### config.mk
export PLATFORM = sky130hd
export DESIGN_NAME = line_rasterizer_unit
export DESIGN_NICKNAME = d
export VERILOG_FILES = /design/src/rtl/lr_pkg.sv /design/src/rtl/lr_front.sv /design/src/rtl/lr_queue.sv /design/src/rtl/lr_walker.sv /design/src/rtl/line_rasterizer_unit.sv
export SDC_FILE = /design/constraint.sdc
export NUM_CORES = 1
export LEC_CHECK = 0
export BUFFER_PORTS_ARGS = -buffer_cell sky130_fd_sc_hd__buf_2
export CAP_MARGIN = 20
export CELL_PAD_IN_SITES_DETAIL_PLACEMENT = 1
export CELL_PAD_IN_SITES_GLOBAL_PLACEMENT = 2
export CORE_MARGIN = 1.5
export CORE_UTILIZATION = 40
export CTS_CLUSTER_SIZE = 14
export DETAILED_ROUTE_END_ITERATION = 8
export GPL_ROUTABILITY_DRIVEN = 0
export GPL_TIMING_DRIVEN = 0
export MAX_ROUTING_LAYER = met4
export PLACE_DENSITY_LB_ADDON = 0.1
export SYNTH_ARGS = -nofsm -noshare
export SYNTH_HDL_FRONTEND = slang
export SYNTH_SLANG_ARGS = --single-unit
### constraint.sdc
create_clock -name i_clk -period 3.8 [get_ports i_clk]
set_clock_uncertainty 0.15 [all_clocks]
set_input_delay 0.57 -clock i_clk [delete_from_list [all_inputs] [get_ports i_clk]]
set_output_delay 0.57 -clock i_clk [all_outputs]
set_load 0.02 [all_outputs]
### src/rtl/lr_pkg.sv
package lr_pkg;

    // Default coordinate width of the segment end points and pixels.
    localparam int LR_COORD_BITS = 6;

    // Segment descriptors held between classification and the walker.
    localparam int LR_QUEUE_DEPTH = 2;

    // Error-term width. Steep segments keep adding 2*(dy - dx) once per column, so the
    // term climbs to about 2^(2*coord_bits - 1); one more bit holds the sign.
    function automatic int lr_err_bits(input int coord_bits);
        return 2 * coord_bits + 1;
    endfunction

    // Width of one classified segment descriptor for a given coordinate width.
    function automatic int lr_desc_bits(input int coord_bits);
        return 5 * coord_bits + 1 + lr_err_bits(coord_bits);
    endfunction

endpackage

### src/rtl/lr_front.sv
module lr_front
    import lr_pkg::*;
#(
    parameter int COORD_BITS = LR_COORD_BITS
) (
    input  logic                                i_clk,
    input  logic                                i_rst_n,
    input  logic                                i_valid,
    output logic                                o_ready,
    input  logic [COORD_BITS-1:0]               i_start_x,
    input  logic [COORD_BITS-1:0]               i_start_y,
    input  logic [COORD_BITS-1:0]               i_end_x,
    input  logic [COORD_BITS-1:0]               i_end_y,
    output logic                                o_valid,
    input  logic                                i_ready,
    output logic [lr_desc_bits(COORD_BITS)-1:0] o_desc
);

    localparam int EW     = lr_err_bits(COORD_BITS);
    localparam int DESC_W = lr_desc_bits(COORD_BITS);

    logic                    r_valid;
    logic                    n_valid;
    logic [DESC_W-1:0]       r_desc;
    logic                    step_down;
    logic [COORD_BITS-1:0]   dx;
    logic [COORD_BITS-1:0]   dy;
    logic signed [EW-1:0]    err_init;
    logic                    accept;

    assign accept  = i_valid && o_ready;
    assign o_ready = !r_valid || i_ready;
    assign o_valid = r_valid;
    assign o_desc  = r_desc;

    // dx only matters when the end lies right of the start, so wrap is harmless.
    always_comb begin
        step_down = (i_end_y < i_start_y);
        dx        = i_end_x - i_start_x;
        dy        = step_down ? (i_start_y - i_end_y) : (i_end_y - i_start_y);
        err_init  = signed'(EW'({dy, 1'b0})) - signed'(EW'(dx));
    end

    always_comb begin
        n_valid = r_valid;
        if (accept) begin
            n_valid = 1'b1;
        end else if (i_ready) begin
            n_valid = 1'b0;
        end
    end

    always_ff @(posedge i_clk) begin
        if (!i_rst_n) begin
            r_valid <= 1'b0;
        end else begin
            r_valid <= n_valid;
        end
    end

    always_ff @(posedge i_clk) begin
        if (accept) begin
            r_desc <= {i_start_x, i_start_y, i_end_x, dx, dy, step_down, err_init};
        end
    end

endmodule

### src/rtl/lr_queue.sv
module lr_queue
    import lr_pkg::*;
#(
    parameter int WIDTH = 8,
    parameter int DEPTH = LR_QUEUE_DEPTH
) (
    input  logic                       i_clk,
    input  logic                       i_rst_n,
    input  logic                       i_valid,
    output logic                       o_ready,
    input  logic [WIDTH-1:0]           i_data,
    output logic                       o_valid,
    input  logic                       i_ready,
    output logic [WIDTH-1:0]           o_data,
    output logic [$clog2(DEPTH+1)-1:0] o_level
);

    localparam int PW = (DEPTH > 1) ? $clog2(DEPTH) : 1;
    localparam int CW = $clog2(DEPTH + 1);

    logic [WIDTH-1:0] r_mem [DEPTH];
    logic [PW-1:0]    r_wr_ptr;
    logic [PW-1:0]    r_rd_ptr;
    logic [CW-1:0]    r_count;
    logic             push;
    logic             pop;

    assign o_ready = (r_count != CW'(DEPTH));
    assign o_valid = (r_count != '0);
    assign o_data  = r_mem[r_rd_ptr];
    assign o_level = r_count;
    assign push    = i_valid && o_ready;
    assign pop     = o_valid && i_ready;

    function automatic logic [PW-1:0] wrap_inc(input logic [PW-1:0] ptr);
        return (ptr == PW'(DEPTH - 1)) ? '0 : ptr + 1'b1;
    endfunction

    always_ff @(posedge i_clk) begin
        if (!i_rst_n) begin
            r_wr_ptr <= '0;
            r_rd_ptr <= '0;
            r_count  <= '0;
        end else begin
            if (push) begin
                r_wr_ptr <= wrap_inc(r_wr_ptr);
            end
            if (pop) begin
                r_rd_ptr <= wrap_inc(r_rd_ptr);
            end
            if (push && !pop) begin
                r_count <= r_count + 1'b1;
            end else if (pop && !push) begin
                r_count <= r_count - 1'b1;
            end
        end
    end

    always_ff @(posedge i_clk) begin
        if (push) begin
            r_mem[r_wr_ptr] <= i_data;
        end
    end

endmodule

### src/rtl/lr_walker.sv
module lr_walker
    import lr_pkg::*;
#(
    parameter int COORD_BITS = LR_COORD_BITS
) (
    input  logic                                i_clk,
    input  logic                                i_rst_n,
    input  logic                                i_valid,
    output logic                                o_ready,
    input  logic [lr_desc_bits(COORD_BITS)-1:0] i_desc,
    output logic                                o_valid,
    input  logic                                i_ready,
    output logic [COORD_BITS-1:0]               o_pixel_x,
    output logic [COORD_BITS-1:0]               o_pixel_y,
    output logic                                o_last_pixel
);

    localparam int EW = lr_err_bits(COORD_BITS);

    localparam logic ST_IDLE = 1'b0;
    localparam logic ST_WALK = 1'b1;

    logic                  r_state;
    logic                  n_state;
    logic [COORD_BITS-1:0] r_cur_x;
    logic [COORD_BITS-1:0] r_cur_y;
    logic [COORD_BITS-1:0] r_stop_x;
    logic [COORD_BITS-1:0] r_dx;
    logic [COORD_BITS-1:0] r_dy;
    logic                  r_step_down;
    logic signed [EW-1:0]  r_err;
    logic                  r_out_valid;
    logic [COORD_BITS-1:0] r_out_x;
    logic [COORD_BITS-1:0] r_out_y;
    logic                  r_out_last;

    logic [COORD_BITS-1:0] d_start_x;
    logic [COORD_BITS-1:0] d_start_y;
    logic [COORD_BITS-1:0] d_end_x;
    logic [COORD_BITS-1:0] d_dx;
    logic [COORD_BITS-1:0] d_dy;
    logic                  d_step_down;
    logic signed [EW-1:0]  d_err;

    logic                  load;
    logic                  emit;
    logic                  at_end;
    logic signed [EW-1:0]  dy2;
    logic signed [EW-1:0]  diag2;
    logic                  err_pos;

    assign {d_start_x, d_start_y, d_end_x, d_dx, d_dy, d_step_down, d_err} = i_desc;

    assign o_ready      = (r_state == ST_IDLE);
    assign load         = i_valid && o_ready;
    assign emit         = (r_state == ST_WALK) && (!r_out_valid || i_ready);
    assign at_end       = (r_cur_x >= r_stop_x);
    assign dy2          = signed'(EW'({r_dy, 1'b0}));
    assign diag2        = dy2 - signed'(EW'({r_dx, 1'b0}));
    assign err_pos      = !r_err[EW-1] && (r_err != '0);

    assign o_valid      = r_out_valid;
    assign o_pixel_x    = r_out_x;
    assign o_pixel_y    = r_out_y;
    assign o_last_pixel = r_out_last;

    always_comb begin
        n_state = r_state;
        unique case (r_state)
            ST_IDLE: begin
                if (load) begin
                    n_state = ST_WALK;
                end
            end
            ST_WALK: begin
                if (emit && at_end) begin
                    n_state = ST_IDLE;
                end
            end
            default: n_state = ST_IDLE;
        endcase
    end

    always_ff @(posedge i_clk) begin
        if (!i_rst_n) begin
            r_state     <= ST_IDLE;
            r_out_valid <= 1'b0;
        end else begin
            r_state <= n_state;
            if (emit) begin
                r_out_valid <= 1'b1;
            end else if (i_ready) begin
                r_out_valid <= 1'b0;
            end
        end
    end

    always_ff @(posedge i_clk) begin
        if (load) begin
            r_cur_x     <= d_start_x;
            r_cur_y     <= d_start_y;
            r_stop_x    <= d_end_x;
            r_dx        <= d_dx;
            r_dy        <= d_dy;
            r_step_down <= d_step_down;
            r_err       <= d_err;
        end else if (emit && !at_end) begin
            // advance one column; y moves toward the end row on a positive error
            r_cur_x <= r_cur_x + 1'b1;
            if (err_pos) begin
                r_err   <= r_err + diag2;
                r_cur_y <= r_step_down ? r_cur_y - 1'b1 : r_cur_y + 1'b1;
            end else begin
                r_err <= r_err + dy2;
            end
        end
    end

    always_ff @(posedge i_clk) begin
        if (emit) begin
            r_out_x    <= r_cur_x;
            r_out_y    <= r_cur_y;
            r_out_last <= at_end;
        end
    end

endmodule

### src/rtl/line_rasterizer_unit.sv
// Midpoint line rasterizer.
// Input channel (i_valid / o_ready): one segment per beat, given by its start
// and end grid coordinates. Output channel (o_valid / i_ready): one pixel per
// beat, from the start point column by column up to the end column, with
// o_last_pixel high on the final pixel. A segment whose end column is not right
// of its start column yields just the start pixel, marked last.
// Segments are classified on entry and held in a two-deep queue, so up to
// three segments are taken while the walker is still busy.
// On its way out a segment passes the front register, the queue, the walker's
// state registers and the output register. The walker emits one pixel per
// cycle while i_ready is high, and it loads a segment only when idle, that is
// after the last pixel of the previous segment has been emitted.
// Reset (synchronous, active low) empties the queue and the output register
// and drops any segment in progress.
// When the receiver holds i_ready low the current pixel stays on the output
// and the walk pauses; the queue then fills and o_ready drops.
module line_rasterizer_unit
    import lr_pkg::*;
#(
    parameter int COORD_BITS = LR_COORD_BITS
) (
    input  logic                  i_clk,
    input  logic                  i_rst_n,
    input  logic                  i_valid,
    output logic                  o_ready,
    input  logic [COORD_BITS-1:0] i_start_x,
    input  logic [COORD_BITS-1:0] i_start_y,
    input  logic [COORD_BITS-1:0] i_end_x,
    input  logic [COORD_BITS-1:0] i_end_y,
    output logic                  o_valid,
    input  logic                  i_ready,
    output logic [COORD_BITS-1:0] o_pixel_x,
    output logic [COORD_BITS-1:0] o_pixel_y,
    output logic                  o_last_pixel
);

    localparam int DESC_W = lr_desc_bits(COORD_BITS);
    localparam int LVL_W  = $clog2(LR_QUEUE_DEPTH + 1);

    logic              front_valid;
    logic              front_ready;
    logic [DESC_W-1:0] front_desc;
    logic              queue_valid;
    logic              queue_ready;
    logic [DESC_W-1:0] queue_desc;
    logic [LVL_W-1:0]  queue_level;

    lr_front #(
        .COORD_BITS (COORD_BITS)
    ) u_front (
        .i_clk     (i_clk),
        .i_rst_n   (i_rst_n),
        .i_valid   (i_valid),
        .o_ready   (o_ready),
        .i_start_x (i_start_x),
        .i_start_y (i_start_y),
        .i_end_x   (i_end_x),
        .i_end_y   (i_end_y),
        .o_valid   (front_valid),
        .i_ready   (front_ready),
        .o_desc    (front_desc)
    );

    lr_queue #(
        .WIDTH (DESC_W),
        .DEPTH (LR_QUEUE_DEPTH)
    ) u_queue (
        .i_clk   (i_clk),
        .i_rst_n (i_rst_n),
        .i_valid (front_valid),
        .o_ready (front_ready),
        .i_data  (front_desc),
        .o_valid (queue_valid),
        .i_ready (queue_ready),
        .o_data  (queue_desc),
        .o_level (queue_level)
    );

    lr_walker #(
        .COORD_BITS (COORD_BITS)
    ) u_walker (
        .i_clk        (i_clk),
        .i_rst_n      (i_rst_n),
        .i_valid      (queue_valid),
        .o_ready      (queue_ready),
        .i_desc       (queue_desc),
        .o_valid      (o_valid),
        .i_ready      (i_ready),
        .o_pixel_x    (o_pixel_x),
        .o_pixel_y    (o_pixel_y),
        .o_last_pixel (o_last_pixel)
    );

    // Queue never holds more than its depth.
    a_queue_level: assert property (@(posedge i_clk) disable iff (!i_rst_n)
        queue_level <= LVL_W'(LR_QUEUE_DEPTH))
        else $error("segment queue overfilled");

    // Within a segment the next pixel follows at once, one column to the right.
    a_next_column: assert property (@(posedge i_clk) disable iff (!i_rst_n)
        (o_valid && i_ready && !o_last_pixel) |=>
            (o_valid && o_pixel_x == COORD_BITS'($past(o_pixel_x) + 1'b1)))
        else $error("pixel walk skipped or stalled a column");

    // Within a segment the row moves by at most one per column.
    a_row_step: assert property (@(posedge i_clk) disable iff (!i_rst_n)
        (o_valid && i_ready && !o_last_pixel) |=>
            (o_pixel_y == $past(o_pixel_y) ||
             o_pixel_y == COORD_BITS'($past(o_pixel_y) + 1'b1) ||
             o_pixel_y == COORD_BITS'($past(o_pixel_y) - 1'b1)))
        else $error("pixel row jumped by more than one");

    // After taking a segment the walker must not sit idle with no pixel on the output.
    a_load_idle: assert property (@(posedge i_clk) disable iff (!i_rst_n)
        (queue_valid && queue_ready) |=> !(queue_ready && !o_valid && !$past(o_valid)))
        else $error("walker idle after taking a segment");

endmodule

* Word-level counts from Yosys, hierarchy flattened
Memories as Yosys holds them, arrays and structs flattened. A register that Yosys moved wholly into a read port is not among the register bits.
Cells that the tools add are included.
** Storage, ports and cells
- Bits in registers :: 108
- Latch bits :: 0
- Memory bits (writable) :: 88
- Memory bits (read-only) :: 0
- Input port bits :: 28
- Output and inout port bits :: 15
- Logic and storage cells :: 86
- Memories :: 1
** Operators by class
- Add/sub/neg operators :: 14
- Multiply operators :: 0
- Div/mod/pow operators :: 0
- Magnitude comparators :: 2
- Eq/ne operators :: 1
- Shifts and indexed selects :: 0
- Muxes and demuxes :: 25
- Bitwise logic cells :: 1
- Reductions and logical operators :: 25
** Memory list
- u_queue.r_mem :: depth 2, bits a word 44, read ports 1, clocked after memory_dff 1, write ports 1, line lr_queue.sv:21 : logic [WIDTH-1:0] r_mem [DEPTH];
** Operators by type and width (number)
- two-way mux 6 bit :: 7
- two-way mux 13 bit :: 3
- subtractor 6 bit :: 3
- adder 13 bit :: 1
- adder 13 x 8 -> 13 bit :: 1
- nonzero test 13 bit :: 1
- adder 6 x 1 -> 6 bit, second input constant :: 2
- two-way mux 1 bit :: 12
- nonzero test 2 bit :: 6
- logical AND 1 bit :: 9
- subtractor 7 x 6 -> 8 bit :: 1
- subtractor 7 x 7 -> 8 bit :: 1
- >= comparator 6 bit :: 1
- logical NOT 1 bit :: 6
- less-than comparator 6 bit :: 1
- subtractor 6 x 1 -> 6 bit, second input constant :: 1
- two-way mux 2 bit :: 2
- adder 1 bit, second input constant :: 2
- adder 2 x 1 -> 2 bit, second input constant :: 1
- logical OR 1 bit :: 2
- inequality test 2 bit, second input constant :: 1
- case mux 1 bit (2 select lines) :: 1
- AND reduction 2 bit :: 1
- subtractor 2 x 1 -> 2 bit, second input constant :: 1
- inverter 1 bit :: 1

* Depth between registers and ports, before layout
Gate-level depths: netlist (run 1).
- Depth in word-level cells :: 6
- Depth in mapped cells :: 16
- Gate-level depth less buffers :: 16

* By module
A second synthesis (run 1) with hierarchy kept.
** Second synthesis, totals
- Cell total of the unflattened synthesis :: 605
- Area total of the unflattened synthesis :: 8768.4 um^2
** Modules (own cells, without submodules)
- lr_queue :: instances 1, cells an instance 161, area each 3408.3 um^2, sequential area each 2742.6 um^2
- lr_walker :: instances 1, cells an instance 283, area each 3233.1 um^2, sequential area each 1751.7 um^2
- lr_front :: instances 1, cells an instance 161, area each 2127.0 um^2, sequential area each 1161.1 um^2

* Worst setup path before layout (run 1)
OpenSTA, ideal clock, no wires.
- Path kind :: input to register
- Start :: in i_end_y[0]
- End :: reg u_front.r_desc[6] (netlist: u_front.o_desc[6]), data pin
- Setup time :: 0.261 ns
- Data arrival time :: 3.189 ns
- Data required time :: 3.389 ns
- Setup slack :: 0.201 ns
- Stages :: 16
- Path buffers :: 0
- Path through :: inv_1 ha_1 inv_1 fa_1 a211oi_1 nor2_1 o21a_1 nor2_4 mux2_2 ha_1 nor2b_1 o21ai_0 a21boi_0 o21ai_0 nand2b_1 xnor2_1
** On the way
- Word-level cells in the longest chain between the ends :: 3
- Elaborated cells on any way between the ends :: 5
- Classes of those cells :: add/sub: 3; order compare: 1; mux: 1
** Ends and longest elaborated chain
- start, declared :: line line_rasterizer_unit.sv:29 : input logic [COORD_BITS-1:0] i_end_y,
- less-than comparator 6 bit :: line lr_front.sv:38 : step_down = (i_end_y < i_start_y);
- via u_front.step_down :: line lr_front.sv:25 : logic step_down;
- two-way mux 6 bit :: line lr_front.sv:40 : dy = step_down ? (i_start_y - i_end_y) : (i_end_y - i_start_y);
- via u_front.dy[1] :: line lr_front.sv:27 : logic [COORD_BITS-1:0] dy;
- subtractor 7 x 6 -> 8 bit :: line lr_front.sv:41 : err_init = signed'(EW'({dy, 1'b0})) - signed'(EW'(dx));
- via u_front.err_init[6] :: line lr_front.sv:28 : logic signed [EW-1:0] err_init;
- end signal, assigned :: line lr_front.sv:63 : r_desc <= {i_start_x, i_start_y, i_end_x, dx, dy, step_down, err_init};
- end, declared :: line lr_front.sv:24 : logic [DESC_W-1:0] r_desc;
The timed path passes the listed nets, and every way through them passes these cells.
A chain may end at the register's enable or synchronous reset.

* Final worst setup path (run 1)
Same ends and word-level chain as after synthesis.

==> out/metrics.csv, run 1 <==
stage,metric,value,unit
critical_path,"Data arrival, critical path",3.60,ns
cts,clock sink total,179,
synthesis,most frequent cell after synthesis,edfxtp_1,
placed_design,post-DP HPWL,12300,um
grt,first-pass GRT wire length,26400,um
final_layout,"Area growth, synth to finish",15.6,%
floorplanning,die footprint,21600,sq um
critical_path,Required @ worst endpoint,3.82,ns
synthesis,"flops & latches, synth",179,
synthesis,most frequent cells after synthesis,"edfxtp_1 (171), inv_1 (54), ha_1 (51), a21oi_1 (30), o21ai_0 (30)",
sta,fin. max-slew vios,0,
routing,Vias,4625,
outcome,run status,"complete, no violations",
sta,worst slew margin relative to its limit,29.9,%
final_layout,Nets,737,
critical_path,CP Capture Type,register,
floorplanning,Boundary Pins,43,
critical_path,CP Class,in2reg,
grt,largest net degree at the start of global routing,39,
cts,"Reg clk slew, reported paths",0.07,ns
floorplanning,Initial Util,40.9,%
placed_design,pre-CTS WS,-0.329,ns
grt,initial antenna violation count,0,
synthesis,Area contributors post-synth,"edfxtp_1 (62%), ha_1 (7.7%), mux2_2 (3.0%)",
cts,Clock Path Buffers,2,
critical_path,r2r endpoint,u_walker.r_err[9],
sta,Least-Margin Pin Slew,1.04,ns
synthesis,syn nets,671,
synthesis,register area share after synthesis,64.0,%
synthesis,post-synth top area share,62.1,%
final_layout,share of cells above drive strength 1,18.5,%
min_path,hold crit path type,in2reg,
job,max-cap violation count,0,
sta,"Hold Vio Cnt, Final",0,
cts,CTS root buf,clkbuf_16,
floorplanning,Rows,52,
critical_path,RR Startpoint,u_walker.r_err[7],
grt,gr usage total,16.6,%
routing,First-pass DRT Iterations,4,
final_layout,# diodes,0,
critical_path,Worst Setup Start Kind,primary input,
sta,Final Setup Violations,0,
critical_path,crit path from,i_end_y[0],
routing,remaining antenna violation count,0,
floorplanning,die span in x,147,um
synthesis,Cells after Synth,585,
synthesis,leading area contributor after synthesis,edfxtp_1,
power,PwrDens,882,nW/um^2
sta,RSZ-0062 raised after global routing,no,
sta,post-route setup slack,0.215,ns
synthesis,Cell variety after synth,50,
grt,vias in the first global route,4852,
sta,Fmax,279,MHz
power,Peak VDD IR,0.000320,V
cts,CTS tree,built,
routing,drt wl/cell,17.6,um
sta,worst hold slack,0.185,ns
grt,total gr overflow,0,
critical_path,Worst R2R Path Depth,12,
floorplanning,DIE HEIGHT,147,um
final_layout,final core occ,47.3,%
min_path,min-delay src,i_end_x[0],
routing,WL final,16400,um
power,static leakage,3.70,nW
synthesis,Post-Syn Area per Cell,14.1,sq um
cts,worst skew pair latency,0.42,ns
synthesis,asr flop ratio synth,0,%
synthesis,Post-synth EDFFs,171,
cts,CTS buffer count,17,
synthesis,"Primary FF master, synth",edfxtp_1,
sta,fin crit share,94.3,%
routing,Post-route DRC,0,
cts,H-tree levels,4,
placed_design,IO Port Bufs,42,
min_path,Min-Delay Endpoint,u_front.o_desc[26],
synthesis,"Warnings, synthesis",0,
critical_path,CP max FO,4,
floorplanning,Core Area,20200,sq um
routing,vias per inst,4.95,
sta,min Tclk post-route,3.59,ns
critical_path,R2R Setup Slk,0.24,ns
min_path,Worst Hold Path Cells,1,
routing,initial DRC count,229,
synthesis,Syn Std Cell Area,8270,sq um
[metrics by stage]
stage / instance area [sq um] / TNS, ns / total power [mW] / cells
final: 9560 / 0 / 8.44 / 934
after global placement: 8820 / -15.17 / 6.51 / 897
after CTS: 9520 / 0 / 8.49 / 932
after floorplan: 8270 / 0 / 5.68 / 585
after global routing: 9560 / 0 / 9.06 / 934
after detailed placement: 8890 / -1.14 / 6.64 / 900
[worst max-delay path by stage]
stage,end,slack [ns],cells past startpoint
finish,u_front.o_desc[6],0.21,17
global route,u_walker.r_err[10],0.02,14
CTS,u_walker.r_err[9],0.05,12
detailed placement,u_front.o_desc[6],-0.33,17
global placement,u_walker.r_err[1],-0.46,8
floorplan,u_front.o_desc[6],0.20,16
[final cells by class]
class / count / area, sq um
Sequential cell: 179 / 5300
Clock inverter: 15 / 190
Multi-Input combinational cell: 339 / 2760
Clock buffer: 17 / 425
Inverter: 54 / 203
Timing Repair Buffer: 47 / 280
Fill cell: 2040 / 10700
Buffer: 13 / 70.1
Tap cell: 270 / 338
[kinds of logic (layout without fill, tap and decap cells)]
| logic type | count (synthesis) | in the layout | synth area share, % |
|---|---|---|---|
| buffers and inverters | 67 | 146 | 3.24 |
| AO/OA/AOI/OAI | 121 | 121 | 9.36 |
| flip-flops | 179 | 179 | 64.0 |
| AND/OR/NAND/NOR | 88 | 88 | 5.47 |
| multiplexers | 38 | 38 | 4.93 |
| XOR/XNOR | 34 | 34 | 3.60 |
| adder cells (fa/ha/maj) | 58 | 58 | 9.41 |
[registers in the layout (all words and copies together), names as in the netlist, named ones only]
name and count:
u_queue.r_mem 76, u_walker.o_last_pixel 1, u_front.o_desc 38, u_walker.o_pixel_y 6
u_walker.r_dx 6, u_walker.r_err 13, u_walker.r_state 1, u_front.o_valid 1
u_walker.r_cur_y 6, u_queue.r_wr_ptr 1, u_walker.o_pixel_x 6, u_walker.o_valid 1
u_walker.r_step_down 1, u_walker.r_stop_x 6, u_walker.r_dy 6, u_queue.o_level 2
u_walker.r_cur_x 6, u_queue.r_rd_ptr 1
[cells in the final DEF (no fill, tap or decap), drive strengths merged, types with 22 or more instances in the layout]
cell	count
edfxtp	171
inv	63
ha	51
buf	50
o21ai	33
a21oi	31
clkbuf	27
nand2	22
mux2	22
[worst max-delay path, cell delays in order]
cell and delay, ns:
buf_2 0.11, inv_1 0.05, ha_1 0.13, inv_1 0.06, fa_1 0.43, a211oi_2 0.24
nor2_1 0.09, o21a_1 0.20, nor2_4 0.14, mux2_2 0.40, ha_1 0.35, nor2b_1 0.15
o21ai_1 0.14, a21boi_0 0.15, o21ai_0 0.17, nand2b_1 0.09, xnor2_1 0.13
[what timing repair did]
item                       4_1_cts  5_1_grt
setup endpoints to repair        5        6
hold buffers                     0        0
setup buffers                    0        2
resized for setup                2        9
pin swaps                        0        1
[metal layers]
| metal | routed length (um) | vias to the layer above | GRT usage (%) |
|---|---|---|---|
| li1 | - | 2282 | - |
| met1 | 8030 | 2268 | 21.7 |
| met2 | 7810 | 61 | 26.5 |
| met3 | 399 | 14 | 3.35 |
| met4 | 179 | 0 | 4.60 |
| met5 | 0 | - | - |
[power breakdown]
part	internal, mW	switching, mW
Combinational	1.42	2.01
Clock	0.953	0.836
Sequential	2.95	0.264
Total	5.33	3.11
Note: power is estimated with default switching activity, not from simulation.
==> run 2, diff against run 1 <==
--- a/config.mk
+++ b/config.mk
@@ -15,7 +15,6 @@
 export DETAILED_ROUTE_END_ITERATION = 8
 export GPL_ROUTABILITY_DRIVEN = 0
 export GPL_TIMING_DRIVEN = 0
-export MAX_ROUTING_LAYER = met4
 export PLACE_DENSITY_LB_ADDON = 0.1
 export SYNTH_ARGS = -nofsm -noshare
 export SYNTH_HDL_FRONTEND = slang
==> out/metrics.csv, run 2 (synthesized netlist as in run 1, its figures left out) <==
stage,metric,value,unit
routing,initial DRC count,202,
critical_path,CP Capture Type,register,
sta,worst slew margin relative to its limit,33.0,%
floorplanning,Core Area,20200,sq um
sta,worst hold slack,0.185,ns
placed_design,Inst Count DP,900,
placed_design,pre-CTS WS,-0.329,ns
critical_path,CP max FO,4,
cts,clock sink total,179,
floorplanning,Initial Util,40.9,%
routing,First-pass DRT Iterations,4,
final_layout,"Design Area, Final",9560,sq um
sta,Final Setup Violations,0,
final_layout,Reg with most FFs,u_queue.r_mem,
cts,worst skew pair latency,0.42,ns
final_layout,"commonest non-fill, non-tap cells in the layout","edfxtp_1 (171), inv_1 (54), ha_1 (50)",
routing,Vias,4637,
power,Tot Pwr,8.43,mW
final_layout,final core occ,47.3,%
cts,"Reg clk slew, reported paths",0.07,ns
grt,initial antenna violation count,0,
grt,largest net degree at the start of global routing,39,
floorplanning,DIE HEIGHT,147,um
routing,remaining antenna violation count,0,
placed_design,IO Port Bufs,42,
sta,fin crit share,94.6,%
job,max-cap violation count,0,
final_layout,# diodes,0,
floorplanning,Boundary Pins,43,
cts,CTS tree,built,
critical_path,"Data arrival, critical path",3.61,ns
placed_design,post-DP HPWL,12300,um
sta,Least-Margin Pin Slew,0.996,ns
sta,fin. max-slew vios,0,
cts,H-tree levels,4,
power,PwrDens,882,nW/um^2
routing,drt wl/cell,17.6,um
critical_path,CP Class,in2reg,
grt,gr usage total,16.1,%
floorplanning,die span in x,147,um
sta,min Tclk post-route,3.60,ns
floorplanning,Rows,52,
sta,post-route setup TNS,0,ns
power,static leakage,3.70,nW
final_layout,"Area growth, synth to finish",15.6,%
final_layout,share of cells above drive strength 1,18.5,%
grt,total gr overflow,0,
min_path,hold crit path type,in2reg,
final_layout,number of flip-flops in the largest register,76,
sta,post-route setup slack,0.204,ns
grt,vias in the first global route,4843,
placed_design,placed inst area,8890,sq um
grt,first-pass GRT wire length,26400,um
outcome,run status,"complete, no violations",
sta,Fmax,278,MHz
final_layout,Finished Layout Cells,934,
floorplanning,die footprint,21600,sq um
critical_path,Required @ worst endpoint,3.81,ns
routing,Post-route DRC,0,
cts,CTS root buf,clkbuf_16,
final_layout,"most common cell after layout, fill and taps aside",edfxtp_1,
cts,Clock Path Buffers,2,
sta,"Hold Vio Cnt, Final",0,
cts,CTS buffer count,17,
routing,WL final,16400,um
power,Peak VDD IR,0.000318,V
final_layout,Nets,737,
sta,RSZ-0062 raised after global routing,no,
routing,vias per inst,4.96,
critical_path,Worst Setup Start Kind,primary input,
-- run 2: cell counts in the layout (fill, tap and decap cells not counted) --
No cell type changed its count.
-- run 2: final timing paths --
check | cells after the start | to | startpoint | slack, ns
setup / recovery | 17 | u_front.o_desc[6] | i_end_y[0] | 0.20
hold / removal | 1 | u_front.o_desc[42] | i_start_x[4] | 0.18
setup reg to reg | 12 | u_walker.r_err[9] | u_walker.r_err[7] | 0.24
hold reg to reg | 0 | u_queue.r_mem[0][21] | u_front.o_desc[21] | 0.30
-- run 2: worst max-delay path, cell delays in order --
cell,delay (ns)
buf_2,0.11
inv_1,0.05
ha_1,0.13
inv_1,0.06
fa_1,0.43
a211oi_2,0.24
nor2_1,0.09
o21a_1,0.20
nor2_4,0.14
mux2_2,0.40
ha_1,0.35
nor2b_1,0.15
o21ai_1,0.14
a21boi_0,0.15
o21ai_0,0.17
nand2b_1,0.09
xnor2_1,0.13
-- run 2: area by class of cell --
type / instances / area (sq um)
Clock inverter: 15 / 190
Multi-Input combinational cell: 339 / 2760
Buffer: 13 / 70.1
Clock buffer: 17 / 425
Inverter: 54 / 203
Fill cell: 2040 / 10700
Tap cell: 270 / 338
Timing Repair Buffer: 47 / 280
Sequential cell: 179 / 5300
-- run 2: per-layer routing --
| metal | GRT usage, % | wire, um | vias to the layer above |
|---|---|---|---|
| met2 | 26.5 | 7880 | 63 |
| met5 | 0 | 0 | - |
| met1 | 21.6 | 7950 | 2277 |
| li1 | - | - | 2284 |
| met4 | 4.60 | 158 | 0 |
| met3 | 3.29 | 434 | 13 |
-- run 2: repair_timing --
action	in CTS	in global routing
resized for setup	2	9
buffers inserted	0	2
hold buffers	0	0
pin swaps	0	1
endpoints found under the hold margin	0	0
setup endpoints to repair	5	6
-- run 2: power breakdown --
part | total (mW) | switching, mW | internal [mW]
clock | 1.79 | 0.835 | 0.953
sequential | 3.21 | 0.264 | 2.95
combinational | 3.43 | 2.01 | 1.42
==> run 3, diff against run 2 <==
--- a/config.mk
+++ b/config.mk
@@ -10,7 +10,8 @@
 export CELL_PAD_IN_SITES_DETAIL_PLACEMENT = 1
 export CELL_PAD_IN_SITES_GLOBAL_PLACEMENT = 2
 export CORE_MARGIN = 1.5
-export CORE_UTILIZATION = 40
+export CORE_UTILIZATION = 41
+export CTS_BUF_LIST = sky130_fd_sc_hd__clkbuf_8
 export CTS_CLUSTER_SIZE = 14
 export DETAILED_ROUTE_END_ITERATION = 8
 export GPL_ROUTABILITY_DRIVEN = 0
==> out/metrics.csv, run 3 (synthesized netlist as in run 1, its figures left out) <==
stage,metric,value,unit
critical_path,Top Family by Delay on Critical Path,compound AO/OA/AOI/OAI gates,
final_layout,"commonest non-fill, non-tap cells in the layout","edfxtp_1 (171), inv_1 (54), ha_1 (50)",
sta,worst hold slack,0.151,ns
grt,vias in the first global route,4826,
critical_path,Worst Setup Start Kind,primary input,
floorplanning,die span in x,145,um
final_layout,FILL cells,2011,
critical_path,Required @ worst endpoint,3.85,ns
sta,worst slew margin relative to its limit,38.5,%
routing,Vias,4601,
placed_design,placed inst area,8870,sq um
power,sw power,3.06,mW
cts,H-tree levels,4,
cts,cts hold-fix bufs,0,
critical_path,"Data arrival, critical path",3.66,ns
final_layout,"Area growth, synth to finish",13.2,%
floorplanning,Boundary Pins,43,
grt,total gr overflow,0,
cts,"Reg clk slew, reported paths",0.10,ns
cts,CTS root buf,clkbuf_8,
floorplanning,Rows,51,
routing,remaining antenna violation count,0,
critical_path,CP max FO,4,
grt,first-pass GRT wire length,26000,um
sta,"Hold Vio Cnt, Final",0,
floorplanning,Initial Util,42.1,%
power,Cell Int Power,4.95,mW
routing,Post-route DRC,0,
critical_path,Crit path largest cell delay,0.43,ns
cts,clock sink total,179,
sta,Final Setup Violations,0,
final_layout,"Design Area, Final",9360,sq um
grt,gr usage total,16.0,%
final_layout,Nets,736,
final_layout,share of cells above drive strength 1,18.6,%
routing,First-pass DRT Iterations,6,
placed_design,IO Port Bufs,42,
cts,Clock Path Buffers,2,
power,static leakage,3.61,nW
power,Flop pwr share,40.0,%
sta,fin crit share,95.0,%
power,combinational power share,43.0,%
floorplanning,Core Area,19700,sq um
sta,Fmax,277,MHz
sta,fin. max-slew vios,0,
cts,CTS tree,built,
power,Clock power frac,17.0,%
floorplanning,die footprint,21000,sq um
final_layout,# diodes,0,
routing,drt wl/cell,17.2,um
routing,initial DRC count,169,
placed_design,post-DP HPWL,12100,um
outcome,run status,"complete, no violations",
grt,largest net degree at the start of global routing,39,
critical_path,CP Capture Type,register,
cts,worst skew pair latency,0.45,ns
power,PwrDens,855,nW/um^2
critical_path,slowest CP cell,fa_1,
sta,Least-Margin Pin Slew,0.923,ns
final_layout,number of flip-flops in the largest register,76,
critical_path,"Cell Chain, Critical Path",buf_2 -> inv_1 -> ha_1 -> inv_1 -> fa_1 -> a211oi_2 -> nor2_1 -> o21a_1 -> nor2_4 -> mux2_2 -> ha_1 -> nor2b_1 -> o21ai_0 -> a21boi_0 -> o21ai_0 -> nand2b_1 -> xnor2_1,
final_layout,Reg with most FFs,u_queue.r_mem,
routing,WL final,16000,um
sta,RSZ-0062 raised after global routing,no,
sta,min Tclk post-route,3.61,ns
grt,initial antenna violation count,0,
cts,CTS buffer count,17,
power,Sw Share,38.2,%
routing,vias per inst,4.96,
job,max-cap violation count,0,
critical_path,WP buf/inv,3,
final_layout,"most common cell after layout, fill and taps aside",edfxtp_1,
critical_path,CP Class,in2reg,
floorplanning,DIE HEIGHT,145,um
power,Peak VDD IR,0.000250,V
min_path,hold crit path type,in2reg,
[run 3: changes by cell type in the layout (fill, tap and decap cells not counted), sizes merged]
cell / change
clkbuf: -1
[run 3: per-layer routing]
layer  track usage (%)  part of all wire (%)
met3              3.08                   2.5
met1              21.2                    48
met5                 0                     0
met4              4.64                  0.91
met2              26.8                    49
[run 3: layout make-up]
type | instances | area [sq um] | share of cell area (%)
Sequential cell | 179 | 5300 | 56.5
Multi-Input combinational cell | 339 | 2770 | 29.6
Tap cell | 265 | 332 | 3.54
Inverter | 54 | 203 | 2.16
Clock buffer | 17 | 234 | 2.50
Clock inverter | 15 | 205 | 2.19
Buffer | 13 | 67.6 | 0.722
Timing Repair Buffer | 46 | 260 | 2.78
[run 3: power groups by stage]
| stage | sequential [mW] | combinational (mW) | clock (mW) |
|---|---|---|---|
| 4_1_cts | 3.20 | 3.46 | 1.41 |
| 2_1_floorplan | 3.23 | 2.45 | 0 |
| 3_3_place_gp | 3.24 | 3.25 | 0 |
| 5_1_grt | 3.26 | 3.90 | 1.46 |
| 6_report | 3.20 | 3.45 | 1.36 |
| 3_5_place_dp | 3.25 | 3.41 | 0 |
[run 3: path summary, 6_finish.rpt]
| check | start | endpoint | slack (ns) | cells after the start |
|---|---|---|---|---|
| worst max-delay path | i_end_y[0] | u_front.o_desc[6] | 0.19 | 17 |
| worst min-delay path | i_start_x[4] | u_front.o_desc[42] | 0.15 | 1 |
| worst max register to register | u_walker.r_err[7] | u_walker.r_err[9] | 0.23 | 12 |
| worst min register to register | u_front.o_desc[4] | u_queue.r_mem[0][4] | 0.31 | 0 |
[run 3: worst reg2reg max path, stage by stage (launching register included)]
cell	delay, ns
edfxtp_1	0.43
nor4_2	0.36
a31o_2	0.30
buf_2	0.28
o21ai_0	0.13
ha_1	0.23
fa_1	0.42
a21o_1	0.19
a21oi_2	0.23
o21ai_0	0.12
a31oi_1	0.21
xor2_1	0.17
o21ai_0	0.09
[run 3: what timing repair did]
action,in CTS,in global routing
setup endpoints to repair,5,7
resized for setup,2,8
pin swaps,0,1
buffers inserted,0,2
[run 3: through the flow]
| step | TNS, ns | util (%) | worst slack, ns | power [mW] | cells |
|---|---|---|---|---|---|
| final | 0 | 47.6 | 0.189 | 8.01 | 928 |
| after global routing | 0 | 47.6 | 0.00834 | 8.62 | 928 |
| after CTS | 0 | 47.4 | 0.0879 | 8.07 | 926 |
| after detailed placement | -1.22 | 45.1 | -0.343 | 6.65 | 894 |
| after global placement | -11.84 | 44.9 | -0.434 | 6.49 | 892 |
| after floorplan | 0 | - | 0.201 | 5.68 | 585 |
